File: src/hw/rtl/rbag_pkg.sv
// Package for the ROM bank address generator.
// Operation codes, register indexes, bank rule codes and the bank state type.
// No dependencies.
package rbag_pkg;

  typedef enum logic [2:0] {
    OP_BANK1_WR = 3'd0,
    OP_BANK2_WR = 3'd1,
    OP_GFXBK_WR = 3'd2,
    OP_ADRLO_WR = 3'd3,
    OP_ADRHI_WR = 3'd4,
    OP_COIN_WR  = 3'd5,
    OP_SND_RD   = 3'd6,
    OP_GFX_RD   = 3'd7
  } op_e;

  // configuration register indexes
  localparam logic [1:0] CfgSndMode   = 2'd0;
  localparam logic [1:0] CfgSndBytes  = 2'd1;
  localparam logic [1:0] CfgCoinTog   = 2'd2;

  // sound bank rules
  localparam logic [2:0] ModeBank2Bit0 = 3'd0;
  localparam logic [2:0] ModeBit0      = 3'd1;
  localparam logic [2:0] ModeFull      = 3'd2;
  localparam logic [2:0] ModeSwapHalf  = 3'd3;
  localparam logic [2:0] ModeHalf      = 3'd4;

  localparam logic [2:0]  SndModeRst  = ModeHalf;
  localparam logic [18:0] SndBytesRst = 19'h40000;

  typedef struct packed {
    logic [2:0] snd_bank_lo;
    logic [1:0] snd_bank_hi;
    logic [3:0] gfx_bank;
    logic [7:0] gfx_adr_lo;
    logic [7:0] gfx_adr_hi;
    logic       nmi_en;
    logic       coin_flag;
  } bank_state_t;

endpackage

File: src/hw/rtl/rbag_bank_regs.sv
// Bank, address byte, NMI enable and coin-out flag registers.
// Updated on each transfer of a write operation. Depends on rbag_pkg.
module rbag_bank_regs import rbag_pkg::*; (
  input  logic        clk_i,
  input  logic        rst_ni,
  input  logic        en_i,
  input  op_e         op_i,
  input  logic [7:0]  data_i,
  input  logic        coin_tog_i,
  output bank_state_t state_o,
  output bank_state_t state_nxt_o
);

  // everything clear except the coin-out flag
  localparam bank_state_t StateRst = '{coin_flag: 1'b1, default: '0};

  bank_state_t state_q, state_d;

  always_comb begin
    state_d = state_q;
    unique case (op_i)
      OP_BANK1_WR: begin
        state_d.nmi_en      = data_i[5];
        state_d.snd_bank_lo = {data_i[7:6], data_i[4]};
      end
      OP_BANK2_WR: state_d.snd_bank_hi = data_i[1:0];
      OP_GFXBK_WR: state_d.gfx_bank    = {data_i[7:6], data_i[1:0]};
      OP_ADRLO_WR: state_d.gfx_adr_lo  = data_i;
      OP_ADRHI_WR: state_d.gfx_adr_hi  = data_i;
      OP_COIN_WR: begin
        if (coin_tog_i) begin
          state_d.coin_flag = data_i[2] ? ~state_q.coin_flag : 1'b1;
        end
      end
      default: ;
    endcase
  end

  always_ff @(posedge clk_i or negedge rst_ni) begin
    if (!rst_ni) begin
      state_q <= StateRst;
    end else if (en_i) begin
      state_q <= state_d;
    end
  end

  assign state_o     = state_q;
  assign state_nxt_o = state_d;

endmodule

File: src/hw/rtl/rbag_addr_calc.sv
// Sound and graphics ROM address forming, with the sound length check.
// Pure combinational logic. Depends on rbag_pkg.
module rbag_addr_calc import rbag_pkg::*; (
  input  op_e         op_i,
  input  logic [14:0] offset_i,
  input  bank_state_t state_i,
  input  logic [2:0]  snd_mode_i,
  input  logic [18:0] snd_bytes_i,
  output logic [21:0] rom_address_o,
  output logic        out_of_range_o
);

  logic [2:0]  snd_bank;
  logic [14:0] snd_off;
  logic [17:0] snd_adr;
  logic [21:0] gfx_adr;

  always_comb begin
    snd_off = offset_i;
    unique case (snd_mode_i)
      ModeBank2Bit0: snd_bank = {state_i.snd_bank_hi, state_i.snd_bank_lo[0]};
      ModeBit0:      snd_bank = {2'b00, state_i.snd_bank_lo[0]};
      ModeFull:      snd_bank = state_i.snd_bank_lo;
      ModeSwapHalf: begin
        snd_bank = {1'b0, state_i.snd_bank_lo[2:1]};
        snd_off  = {offset_i[6:0], offset_i[7], offset_i[14:8]};
      end
      default:       snd_bank = {1'b0, state_i.snd_bank_lo[2:1]};
    endcase
  end

  // bank steps are 32 KiB and the offset is below that, so the add is a join
  assign snd_adr = {snd_bank, snd_off};
  assign gfx_adr = {state_i.snd_bank_lo[1], state_i.gfx_bank, state_i.gfx_adr_hi,
                    state_i.gfx_adr_lo, offset_i[0]};

  always_comb begin
    rom_address_o  = '0;
    out_of_range_o = 1'b0;
    case (op_i)
      OP_SND_RD: begin
        rom_address_o  = {4'b0000, snd_adr};
        out_of_range_o = ({1'b0, snd_adr} >= snd_bytes_i);
      end
      OP_GFX_RD: rom_address_o = gfx_adr;
      default: ;
    endcase
  end

endmodule

File: src/hw/rtl/rom_bank_address_generator.sv
// Top level of the ROM bank address generator.
// Instantiates rbag_bank_regs and rbag_addr_calc. Depends on rbag_pkg.
//
// Usage:
//   Input channel (in_valid_i / in_stall_o) carries one bus operation:
//   op_i, data_i, offset_i. Register writes update the bank registers; sound
//   and graphics reads form a ROM byte address. Each transfer gives exactly
//   one result on the output channel (out_valid_o / out_stall_i): rom_address_o,
//   out_of_range_o and the NMI enable and coin-out flag as left by the item.
//   A result is valid in the cycle after its input transfer. Throughput is
//   one item per cycle unless the receiver stalls; the single result register
//   is refilled in the same cycle that its contents are taken.
//   While the receiver stalls with a result held, in_stall_o is raised and
//   the result holds steady.
//   Configuration (cfg_valid_i / cfg_ready_o, always ready) sets the sound
//   bank rule, the sound ROM length and the coin toggle enable; index 3 is
//   ignored. Write it only while the block is idle.
//   Reset: bank registers clear, coin-out flag set, bank rule 4, length
//   256 KiB, coin toggling off, output empty.
module rom_bank_address_generator import rbag_pkg::*; (
  input  logic        clk_i,
  input  logic        rst_ni,
  input  logic        in_valid_i,
  output logic        in_stall_o,
  input  logic [2:0]  op_i,
  input  logic [7:0]  data_i,
  input  logic [14:0] offset_i,
  output logic        out_valid_o,
  input  logic        out_stall_i,
  output logic [21:0] rom_address_o,
  output logic        out_of_range_o,
  output logic        nmi_enabled_o,
  output logic        coin_out_flag_o,
  input  logic        cfg_valid_i,
  output logic        cfg_ready_o,
  input  logic [1:0]  cfg_index_i,
  input  logic [18:0] cfg_data_i
);

  logic [2:0]  snd_mode_q;
  logic [18:0] snd_bytes_q;
  logic        coin_tog_q;

  logic        in_acc;
  op_e         op;
  bank_state_t state, state_nxt;
  logic [21:0] adr;
  logic        oor;

  logic        out_valid_q;
  logic [21:0] rom_address_q;
  logic        out_of_range_q, nmi_q, coin_q;

  assign cfg_ready_o = 1'b1;

  always_ff @(posedge clk_i or negedge rst_ni) begin
    if (!rst_ni) begin
      snd_mode_q  <= SndModeRst;
      snd_bytes_q <= SndBytesRst;
      coin_tog_q  <= 1'b0;
    end else if (cfg_valid_i) begin
      unique case (cfg_index_i)
        CfgSndMode:  snd_mode_q  <= cfg_data_i[2:0];
        CfgSndBytes: snd_bytes_q <= cfg_data_i;
        CfgCoinTog:  coin_tog_q  <= cfg_data_i[0];
        default: ;
      endcase
    end
  end

  assign in_stall_o = out_valid_q && out_stall_i;
  assign in_acc     = in_valid_i && !in_stall_o;
  assign op         = op_e'(op_i);

  rbag_bank_regs u_regs (
    .clk_i       (clk_i),
    .rst_ni      (rst_ni),
    .en_i        (in_acc),
    .op_i        (op),
    .data_i      (data_i),
    .coin_tog_i  (coin_tog_q),
    .state_o     (state),
    .state_nxt_o (state_nxt)
  );

  rbag_addr_calc u_calc (
    .op_i           (op),
    .offset_i       (offset_i),
    .state_i        (state),
    .snd_mode_i     (snd_mode_q),
    .snd_bytes_i    (snd_bytes_q),
    .rom_address_o  (adr),
    .out_of_range_o (oor)
  );

  always_ff @(posedge clk_i or negedge rst_ni) begin
    if (!rst_ni) begin
      out_valid_q <= 1'b0;
    end else if (in_acc) begin
      out_valid_q <= 1'b1;
    end else if (!out_stall_i) begin
      out_valid_q <= 1'b0;
    end
  end

  always_ff @(posedge clk_i) begin
    if (in_acc) begin
      rom_address_q  <= adr;
      out_of_range_q <= oor;
      nmi_q          <= state_nxt.nmi_en;
      coin_q         <= state_nxt.coin_flag;
    end
  end

  assign out_valid_o     = out_valid_q;
  assign rom_address_o   = rom_address_q;
  assign out_of_range_o  = out_of_range_q;
  assign nmi_enabled_o   = nmi_q;
  assign coin_out_flag_o = coin_q;

`ifndef ASSERT_OFF
  // every input transfer leaves a result waiting
  a_result_follows: assert property (@(posedge clk_i) disable iff (!rst_ni)
    in_acc |=> out_valid_o)
    else $error("no result after input transfer");

  // register writes give a zero address and no range flag
  a_write_zero: assert property (@(posedge clk_i) disable iff (!rst_ni)
    (in_acc && op_i != OP_SND_RD && op_i != OP_GFX_RD)
      |=> (rom_address_o == 22'd0 && !out_of_range_o))
    else $error("write result not zero");

  // only sound reads are flagged, and those stay within 18 bits
  a_oor_sound: assert property (@(posedge clk_i) disable iff (!rst_ni)
    (out_valid_o && out_of_range_o) |-> (rom_address_o[21:18] == 4'd0))
    else $error("range flag on wide address");
`endif

endmodule
File: config.mk
export PLATFORM = sky130hd
export DESIGN_NAME = rom_bank_address_generator
export DESIGN_NICKNAME = d
export VERILOG_FILES = /design/src/hw/rtl/rbag_pkg.sv /design/src/hw/rtl/rbag_bank_regs.sv /design/src/hw/rtl/rbag_addr_calc.sv /design/src/hw/rtl/rom_bank_address_generator.sv
export SDC_FILE = /design/constraint.sdc
export NUM_CORES = 1
export LEC_CHECK = 0
export BUFFER_PORTS_ARGS = -buffer_cell sky130_fd_sc_hd__buf_2
export CORE_ASPECT_RATIO = 0.75
export CORE_MARGIN = 2
export CORE_UTILIZATION = 56
export CTS_CLUSTER_DIAMETER = 80
export DETAILED_ROUTE_END_ITERATION = 7
export HOLD_SLACK_MARGIN = 0.12
export PLACE_DENSITY = 0.84
export SYNTH_ARGS = -nofsm -noshare
export SYNTH_HDL_FRONTEND = slang
export SYNTH_HIERARCHICAL = 1
export SYNTH_SLANG_ARGS = --single-unit
File: constraint.sdc
create_clock -name clk_i -period 3.3 [get_ports clk_i]
set_clock_uncertainty 0.15 [all_clocks]
set_input_delay 0.495 -clock clk_i [delete_from_list [all_inputs] [get_ports clk_i]]
set_output_delay 0.495 -clock clk_i [all_outputs]
set_load 0.1 [all_outputs]
==> results.md, run 1 <==
- CP Data Required Time: 3320 ps
- Netlist Area Pre-Place: 3825 um^2
- Clock sink count: 76
- Syn Nets: 339
- Type of the tightest min-delay check: in -> reg
- Final setup fails: 0
- WP depth: 7
- Multi-input logic area: 1638 um^2
- Routability Congestion: 0.9015
- Setup crit end kind: flop
- Max cap viols: 0
- Share of cells above drive strength 1: 48.60%
- Fill cells: 500
- Setup Buffers After CTS: 0
- NumNets Final: 421
- Flop2flop setup slack: 630 ps
- P_int: 1.839 mW
- Root Driver: clkbuf_8
- Final Critical Period: 2670 ps
- Boundary Pins: 80
- CP Cell Sequence: nand3b_4 > mux2_2 > ha_1 > nand4_1 > a211oi_1 > nor3_1 > o41ai_1
- CP arrival: 2690 ps
- Largest net degree at the start of global routing: 52
- Max Transition Viols Final: 0
- Reg2Reg Depth: 7
- Sequential power share: 46.0%
- Worst setup SP type: flop
- CTS tree: done
- RSZ-0062 raised after global routing: no
- Clk slew on worst S/H paths: 80 ps
- DRT iter0 DRCs: 106
- Status: finished, final reports clean
- Initial antenna violation count: 0
- Initial Utilization: 57.08%
- GRT Util Overall: 22.03%
- Overflow after GRT: 0
- DP Wirelength: 5849 um
- Post-cts repair resize count: 0
- Number of port buffers: 78
- Fmax: 374.6 MHz
- Gate Count Post-Synth: 269
- DR vias/cell: 5.595
- Antenna-violating nets left: 0
- Fin util: 66.67%
- Worst path buffer plus inverter count: 0
- First-pass GRT wire length: 12,340 um
- Clk buf depth: 2
- Clock power share: 27.4%
- Die boundary height: 75.58 um
- Final hold viol count: 0
- Hold Worst Slack: 197.0 ps
- Net Sw Frac: 32.08%
- H-tree lvl count: 3
- Worst slew margin: 22.35%
- Setup total negative slack: 0 ps
- Top delay family on crit path: flip-flops
- Initial DRT Pass Iterations: 4
- CTS Buf Count: 9
- Critical path's slowest cell: dfstp_2
- Mean post-synth cell area: 14.22 um^2
- Critical path class: reg -> reg
- Vias: 2,462
- WL final: 7825 um
- DR WL/cell: 17.78 um
- Die X: 99.43 um
- Core Area: 6701 um^2
- Die footprint: 7514 um^2
- FP Rows: 26
- CP max stage delay: 570 ps
- P_sw: 868.7 uW
- Drt drc: 0
- P&R area growth vs syn: 16.81%
- VDD IR max: 269.4 uV
- Tcrit/Tclk final: 80.91%
- Hold path cells: 2
- Register area: 2031 um^2
- Worst slew pin tran: 1165 ps
- Combinational share of power: 26.6%
- Leak: 2.138 nW
- Ys Warns: 6
- Number of global-route vias before repair: 2,486
- Clock Latency Late Sink: 350 ps
- PD cells: 606.0 nW/um^2
- Ant. Diodes: 0
- Crit-path max FO: 14
- CTS hold repair buffers: 0
-- final timing paths --
check / from / endpoint
max: snd_mode_q[2] / out_of_range_o
min: in_valid_i / out_valid_o
max reg2reg: snd_mode_q[2] / out_of_range_o
min reg2reg: snd_bytes_q[15] / snd_bytes_q[15]
max in group asynchronous: rst_ni / u_regs/state_o[5]
min in group asynchronous: rst_ni / snd_bytes_q[12]
-- cells in the final DEF (no fill, tap or decap), drive strengths merged, types with 4 or more instances in the layout --
cell and instances:
a21oi 9, a22o 17, and2 6, buf 81, clkbuf 10, dfrtp 48
edfxtp 25, ha 18, inv 20, mux2 66, nand2 4, nand2b 4
nor2 5, nor3 4
-- layer usage --
metal	global-route usage (%)	wire, um	vias up
met5	0	0	-
met4	5.023	59	0
met1	28.99	3677	1228
met2	36.71	3681	76
met3	6.881	407	7
li1	-	-	1151
-- state kept, by name (all words and copies together) (netlist names) --
name             cells
u_regs/state_o      27
rom_address_o       22
snd_bytes_q         19
snd_mode_q           3
coin_out_flag_o      1
coin_tog_q           1
nmi_enabled_o        1
out_of_range_o       1
out_valid_o          1
-- power by group through the flow --
stage | Combinational, mW | Sequential (mW) | Clock [mW]
floorplan | 0.415 | 1.40 | 0
global placement | 0.690 | 1.26 | 0
detailed placement | 0.718 | 1.27 | 0
CTS | 0.722 | 1.25 | 0.754
global route | 0.774 | 1.26 | 0.798
finish | 0.721 | 1.25 | 0.741
-- metrics by stage --
stage	area [um^2]	std cells	power, mW	setup slack [ps]
after floorplan	3832	269	1.815	144.6
after global placement	4258	424	1.947	760.6
after detailed placement	4258	424	1.984	660.8
after CTS	4468	440	2.723	644.8
after global routing	4468	440	2.836	556.3
final	4468	440	2.708	630.1
-- layout make-up --
cell class	count	area share [%]
well taps	84	2.352
multi-input cells	164	36.66
inverters	19	1.596
clock inverters	6	1.624
repair buffers	81	9.241
clock buffers	10	3.080
flip-flops and latches	76	45.45
No activity file was read; power rests on OpenSTA's default activity.
==> run 2: changes to the inputs <==
==> constraint.sdc (replaced) <==
create_clock -name clk_i -period 2.7 [get_ports clk_i]
set_clock_uncertainty 0.15 [all_clocks]
set_input_delay 0.405 -clock clk_i [delete_from_list [all_inputs] [get_ports clk_i]]
set_output_delay 0.405 -clock clk_i [all_outputs]
set_load 0.1 [all_outputs]
==> results.md, run 2 (synthesis gave the netlist of run 1 again) <==
- Status: finished, final reports clean (unchanged)
- Antenna-violating nets left: 0 (unchanged)
- Multi-input logic area: 1640 um^2 (was 1638 um^2)
- WL final: 8107 um (was 7825 um)
- Max cap viols: 0 (unchanged)
- Commonest non-fill, non-tap cell in the layout: buf_2 (unchanged)
- Flop2flop setup slack: 90 ps (was 630 ps)
- Top delay family on crit path: flip-flops (unchanged)
- Hold path cells: 2 (unchanged)
- DR WL/cell: 17.78 um (about the same)
- PD cells: 726.5 nW/um^2 (was 606.0 nW/um^2)
- H-tree lvl count: 3 (unchanged)
- First-pass GRT wire length: 12,810 um (was 12,340 um)
- RSZ-0062 raised after global routing: no (unchanged)
- Leak: 2.221 nW (was 2.138 nW)
- Max Transition Viols Final: 0 (unchanged)
- Register area: 2032 um^2 (was 2031 um^2)
- Die X: 99.43 um (unchanged)
- Worst slew pin tran: 669.4 ps (was 1165 ps)
- CTS tree: done (unchanged)
- Setup slack after layout: 91.65 ps (was 630.1 ps)
- Clk slew on worst S/H paths: 80 ps (about the same)
- Critical path's slowest cell: dfstp_2 (unchanged)
- Reg2Reg Depth: 8 (was 7)
- DRT iter0 DRCs: 188 (was 106)
- Fin util: 69.17% (was 66.67%)
- Hold path start: cfg_data_i[9] (was in_valid_i)
- Most frequent cells in the layout: buf_2 (78), dfrtp_1 (47), mux2_2 (39) (was buf_2 (78), dfrtp_1 (48), mux2_2 (39))
- Root Driver: clkbuf_8 (unchanged)
- Clock sink count: 76 (unchanged)
- P&R area growth vs syn: 21.20% (was 16.81%)
- Largest net degree at the start of global routing: 30 (was 52)
- Fill cells: 484 (was 500)
- Vias: 2,498 (was 2,462)
- Tcrit/Tclk final: 96.61% (was 80.91%)
- CP Cell Sequence: nand3b_4 > buf_12 > mux2_4 > ha_1 > nand4_1 > a211oi_1 > nor3_1 > o41ai_1 (was nand3b_4 > mux2_2 > ha_1 > nand4_1 > a211oi_1 > nor3_1 > o41ai_1)
- Clk buf depth: 2 (unchanged)
- Number of global-route vias before repair: 2,552 (was 2,486)
- Reg-to-Reg End: out_of_range_o (unchanged)
- DP Wirelength: 5972 um (was 5849 um)
- Clock Latency Late Sink: 350 ps (about the same)
- Worst path buffer plus inverter count: 1 (was 0)
- CP max stage delay: 570 ps (about the same)
- Max reg flops: 27 (unchanged)
- Worst setup SP type: flop (unchanged)
- Die footprint: 7514 um^2 (unchanged)
- Setup total negative slack: 0 ps (unchanged)
- FP Rows: 26 (unchanged)
- Overflow after GRT: 0 (unchanged)
- Worst R2R Start: snd_mode_q[2] (unchanged)
- Crit-path max FO: 9 (was 14)
- Initial antenna violation count: 0 (unchanged)
- Final Critical Period: 2608 ps (was 2670 ps)
- Setup crit end kind: flop (unchanged)
- GRT Util Overall: 22.87% (was 22.03%)
- Worst slew margin: 55.37% (was 22.35%)
- Final setup fails: 0 (unchanged)
- Number of port buffers: 78 (unchanged)
- Type of the tightest min-delay check: in -> reg (unchanged)
- Routability Congestion: 0.9400 (was 0.9015)
- DR vias/cell: 5.478 (was 5.595)
- Drt drc: 0 (unchanged)
- Fmax: 383.4 MHz (was 374.6 MHz)
- NumNets Final: 437 (was 421)
- CP Data Required Time: 2690 ps (was 3320 ps)
- Critical path class: reg -> reg (unchanged)
- Initial Utilization: 57.08% (unchanged)
- Die boundary height: 75.58 um (unchanged)
- Initial DRT Pass Iterations: 4 (unchanged)
- Boundary Pins: 80 (unchanged)
- CP arrival: 2600 ps (was 2690 ps)
- Ant. Diodes: 0 (unchanged)
- VDD IR max: 341.4 uV (was 269.4 uV)
- WHS Endpoint: snd_bytes_q[9] (was out_valid_o)
- Pre-CTS WS: 15.62 ps (was 660.8 ps)
- CTS Buf Count: 9 (unchanged)
- Final hold viol count: 0 (unchanged)
- Share of cells above drive strength 1: 48.39% (was 48.60%)
- Core Area: 6701 um^2 (unchanged)
-- run 2: cell count changes in the layout (fill, tap and decap cells not counted), sizes merged --
cell,change
dlygate4sd3,+8
inv,-1
clkbuf,+1
bufinv,+1
clkinvlp,-1
buf,+8
-- run 2: worst max-delay path by stage --
stage	endpoint	cells after the start	start
6_report	out_of_range_o	8	snd_mode_q[2]
4_1_cts	out_of_range_o	8	snd_mode_q[2]
3_3_place_gp	out_of_range_o	7	snd_mode_q[2]
5_1_grt	out_of_range_o	8	snd_mode_q[2]
3_5_place_dp	out_of_range_o	7	snd_mode_q[2]
2_1_floorplan	u_regs/state_o[18]	5	out_valid_o
-- run 2: metrics by stage --
step | area, um^2 | hold slack, ps | std cells | total power, mW
finish | 4636 | 136.8 | 456 | 3.368
global route | 4636 | 126.5 | 456 | 3.525
CTS | 4598 | 122.3 | 452 | 3.372
detailed placement | 4297 | 323.6 | 427 | 2.427
global placement | 4297 | 323.3 | 427 | 2.387
floorplan | 3836 | -40.59 | 269 | 2.220
-- run 2: repair_timing --
item / CTS / global route
gates resized for setup: 0 / 0
pin swaps: 0 / 1
hold buffers: 5 / 3
endpoints found under the setup margin: 1 / 1
hold endpoints to repair: 30 / 3
setup buffers: 4 / 1
-- run 2: worst reg2reg max path, delay by kind of cell, from the launching register on --
kind	cells	cell delay (ps)
and+or+nand+nor	3	430
DFF	1	570
muxes	1	310
buffers and inverters	1	140
AOI/OAI and AO/OA	2	490
adders and majority gates	1	310
-- run 2: per-layer routing --
layer	up-vias	track usage (%)	part of all wire, %
li1	1177	-	-
met1	1234	29.81	47
met2	79	38.66	46
met3	8	6.972	5.6
met4	0	5.175	0.74
met5	-	0	0
-- run 2: report_power, final --
group | switching (mW) | internal, mW | leakage, nW | total (mW)
combinational | 0.506 | 0.412 | 1.26 | 0.918
clock | 0.405 | 0.518 | 0.105 | 0.923
sequential | 0.121 | 1.41 | 0.852 | 1.53
total | 1.03 | 2.34 | 2.22 | 3.37
-- run 2: cell type report --
type | count | area share (%)
clock buffers | 11 | 2.834
clock inverters | 5 | 1.673
inverters | 19 | 1.538
multi-input cells | 164 | 35.38
flip-flops and latches | 76 | 43.83
well taps | 84 | 2.267
repair buffers | 97 | 12.47
==> run 3: changes to the inputs <==
--- a/config.mk
+++ b/config.mk
@@ -8,11 +8,12 @@
 export BUFFER_PORTS_ARGS = -buffer_cell sky130_fd_sc_hd__buf_2
 export CORE_ASPECT_RATIO = 0.75
 export CORE_MARGIN = 2
-export CORE_UTILIZATION = 56
+export CORE_UTILIZATION = 46
 export CTS_CLUSTER_DIAMETER = 80
 export DETAILED_ROUTE_END_ITERATION = 7
 export HOLD_SLACK_MARGIN = 0.12
-export PLACE_DENSITY = 0.84
+export PLACE_DENSITY = 0.71
+export REMOVE_ABC_BUFFERS = 1
 export SYNTH_ARGS = -nofsm -noshare
 export SYNTH_HDL_FRONTEND = slang
 export SYNTH_HIERARCHICAL = 1
==> results.md, run 3 (synthesis gave the netlist of run 1 again) <==
- Status: finished, final reports clean (unchanged)
- Critical Path Start: snd_mode_q[2] (unchanged)
- Top delay family on crit path: flip-flops (unchanged)
- NumNets Final: 428 (was 437)
- Crit-path max FO: 9 (unchanged)
- CTS Buf Count: 9 (unchanged)
- Hold path start: cfg_data_i[7] (was cfg_data_i[9])
- Clk buf depth: 2 (unchanged)
- Ant. Diodes: 0 (unchanged)
- Number of global-route vias before repair: 2,521 (was 2,552)
- Most frequent cells in the layout: buf_2 (78), dfrtp_1 (48), mux2_2 (39) (was buf_2 (78), dfrtp_1 (47), mux2_2 (39))
- Worst setup SP type: flop (unchanged)
- P&R area growth vs syn: 19.66% (was 21.20%)
- Fin area: 4577 um^2 (was 4636 um^2)
- Fmax: 393.8 MHz (was 383.4 MHz)
- Commonest non-fill, non-tap cell in the layout: buf_2 (unchanged)
- Setup crit end kind: flop (unchanged)
- CP arrival: 2550 ps (was 2600 ps)
- Final setup fails: 0 (unchanged)
- Die X: 109.3 um (was 99.43 um)
- Leak: 2.175 nW (was 2.221 nW)
- Largest net degree at the start of global routing: 29 (was 30)
- Max cap viols: 0 (unchanged)
- DRT iter0 DRCs: 98 (was 188)
- Initial antenna violation count: 0 (unchanged)
- Routability Congestion: 0.8459 (was 0.9400)
- Root Driver: clkbuf_8 (unchanged)
- FP Rows: 28 (was 26)
- DR vias/cell: 5.271 (was 5.478)
- CP Data Required Time: 2710 ps (was 2690 ps)
- Worst path buffer plus inverter count: 1 (unchanged)
- CTS tree: done (unchanged)
- Clock Latency Late Sink: 350 ps (about the same)
- Register area: 2031 um^2 (was 2032 um^2)
- Die boundary height: 82.97 um (was 75.58 um)
- Worst slew pin tran: 677.6 ps (was 669.4 ps)
- DR WL/cell: 17.64 um (was 17.78 um)
- Vias: 2,467 (was 2,498)
- Setup total negative slack: 0 ps (unchanged)
- Overflow after GRT: 0 (unchanged)
- Number of port buffers: 78 (unchanged)
- Clk slew on worst S/H paths: 80 ps (about the same)
- Critical path class: reg -> reg (unchanged)
- Setup Buffers After CTS: 0 (was 4)
- Max Transition Viols Final: 0 (unchanged)
- Worst R2R Start: snd_mode_q[2] (unchanged)
- Drt drc: 0 (unchanged)
- Post-DP Area: 4342 um^2 (was 4297 um^2)
- First-pass GRT wire length: 13,140 um (was 12,810 um)
- Type of the tightest min-delay check: in -> reg (unchanged)
- GRT Util Overall: 19.27% (was 22.87%)
- CP Cell Sequence: nand3b_4 > buf_12 > mux2_4 > ha_1 > nand4_1 > a211oi_1 > nor3_1 > o41ai_1 (unchanged)
- Critical path's slowest cell: dfstp_2 (unchanged)
- H-tree lvl count: 3 (unchanged)
- Post-cts repair resize count: 0 (unchanged)
- Clock sink count: 76 (unchanged)
- Share of cells above drive strength 1: 48.48% (was 48.39%)
- Fill cells: 671 (was 484)
- Initial Utilization: 47.89% (was 57.08%)
- DP Wirelength: 6389 um (was 5972 um)
- CP max stage delay: 570 ps (about the same)
- Overall power: 3.364 mW (was 3.368 mW)
- Initial DRT Pass Iterations: 4 (unchanged)
- Multi-input logic area: 1633 um^2 (was 1640 um^2)
- Pre-CTS WS: 104.2 ps (was 15.62 ps)
- Die footprint: 9068 um^2 (was 7514 um^2)
- Max reg flops: 27 (unchanged)
- Setup slack after layout: 160.9 ps (was 91.65 ps)
- Core Area: 7988 um^2 (was 6701 um^2)
- VDD IR max: 333.1 uV (was 341.4 uV)
- Final hold viol count: 0 (unchanged)
- Tcrit/Tclk final: 94.04% (was 96.61%)
- Worst slew margin: 54.83% (was 55.37%)
- Boundary Pins: 80 (unchanged)
- WL final: 8257 um (was 8107 um)
- Final Critical Period: 2539 ps (was 2608 ps)
- Antenna-violating nets left: 0 (unchanged)
- PD cells: 735.1 nW/um^2 (was 726.5 nW/um^2)
- RSZ-0062 raised after global routing: no (unchanged)
[run 3: path summary, 6_finish.rpt]
path | to | depth (start not counted) | slack, ps
max | out_of_range_o | 8 | 160
min | snd_bytes_q[7] | 2 | 130
max reg2reg | out_of_range_o | 8 | 160
min reg2reg | u_regs/state_o[20] | 1 | 350
max in group asynchronous | snd_bytes_q[18] | 3 | 1270
min in group asynchronous | out_valid_o | 2 | 480
[run 3: stage by stage]
stage          utilization (%)  hold slack, ps  cells
6_report                 57.30           133.7    468
5_1_grt                  57.30           123.4    468
4_1_cts                  57.30           123.3    468
3_5_place_dp             54.35           334.9    450
3_3_place_gp             54.35           326.0    450
2_1_floorplan                -          -40.59    259
[run 3: timing repair]
action / 4_1_cts / 5_1_grt
endpoints found under the hold margin: 27 / 0
hold buffers: 2 / 0
setup endpoints to repair: 0 / 1
[run 3: cell type report]
cell class,instances,area share [%]
multi-input combinational,164,35.68
tap,105,2.870
clock inverter,6,1.914
inverter,19,1.558
clock buffer,10,2.788
sequential,76,44.37
timing repair buffer,88,10.83
[run 3: per-layer routing]
layer  vias to the layer above  routed length [um]  global-route usage (%)
li1                       1163                   -                       -
met1                      1224                3674                   26.52
met2                        73                3920                   30.27
met3                         7                 587                   6.122
met4                         0                  74                   3.567
met5                         -                   0                       0
[run 3: power by group]
part           total [mW]  leakage, nW  internal, mW  switching [mW]
clock network       0.940        0.101         0.521           0.419
logic               0.899         1.22         0.396           0.502
registers            1.53        0.852          1.41           0.121
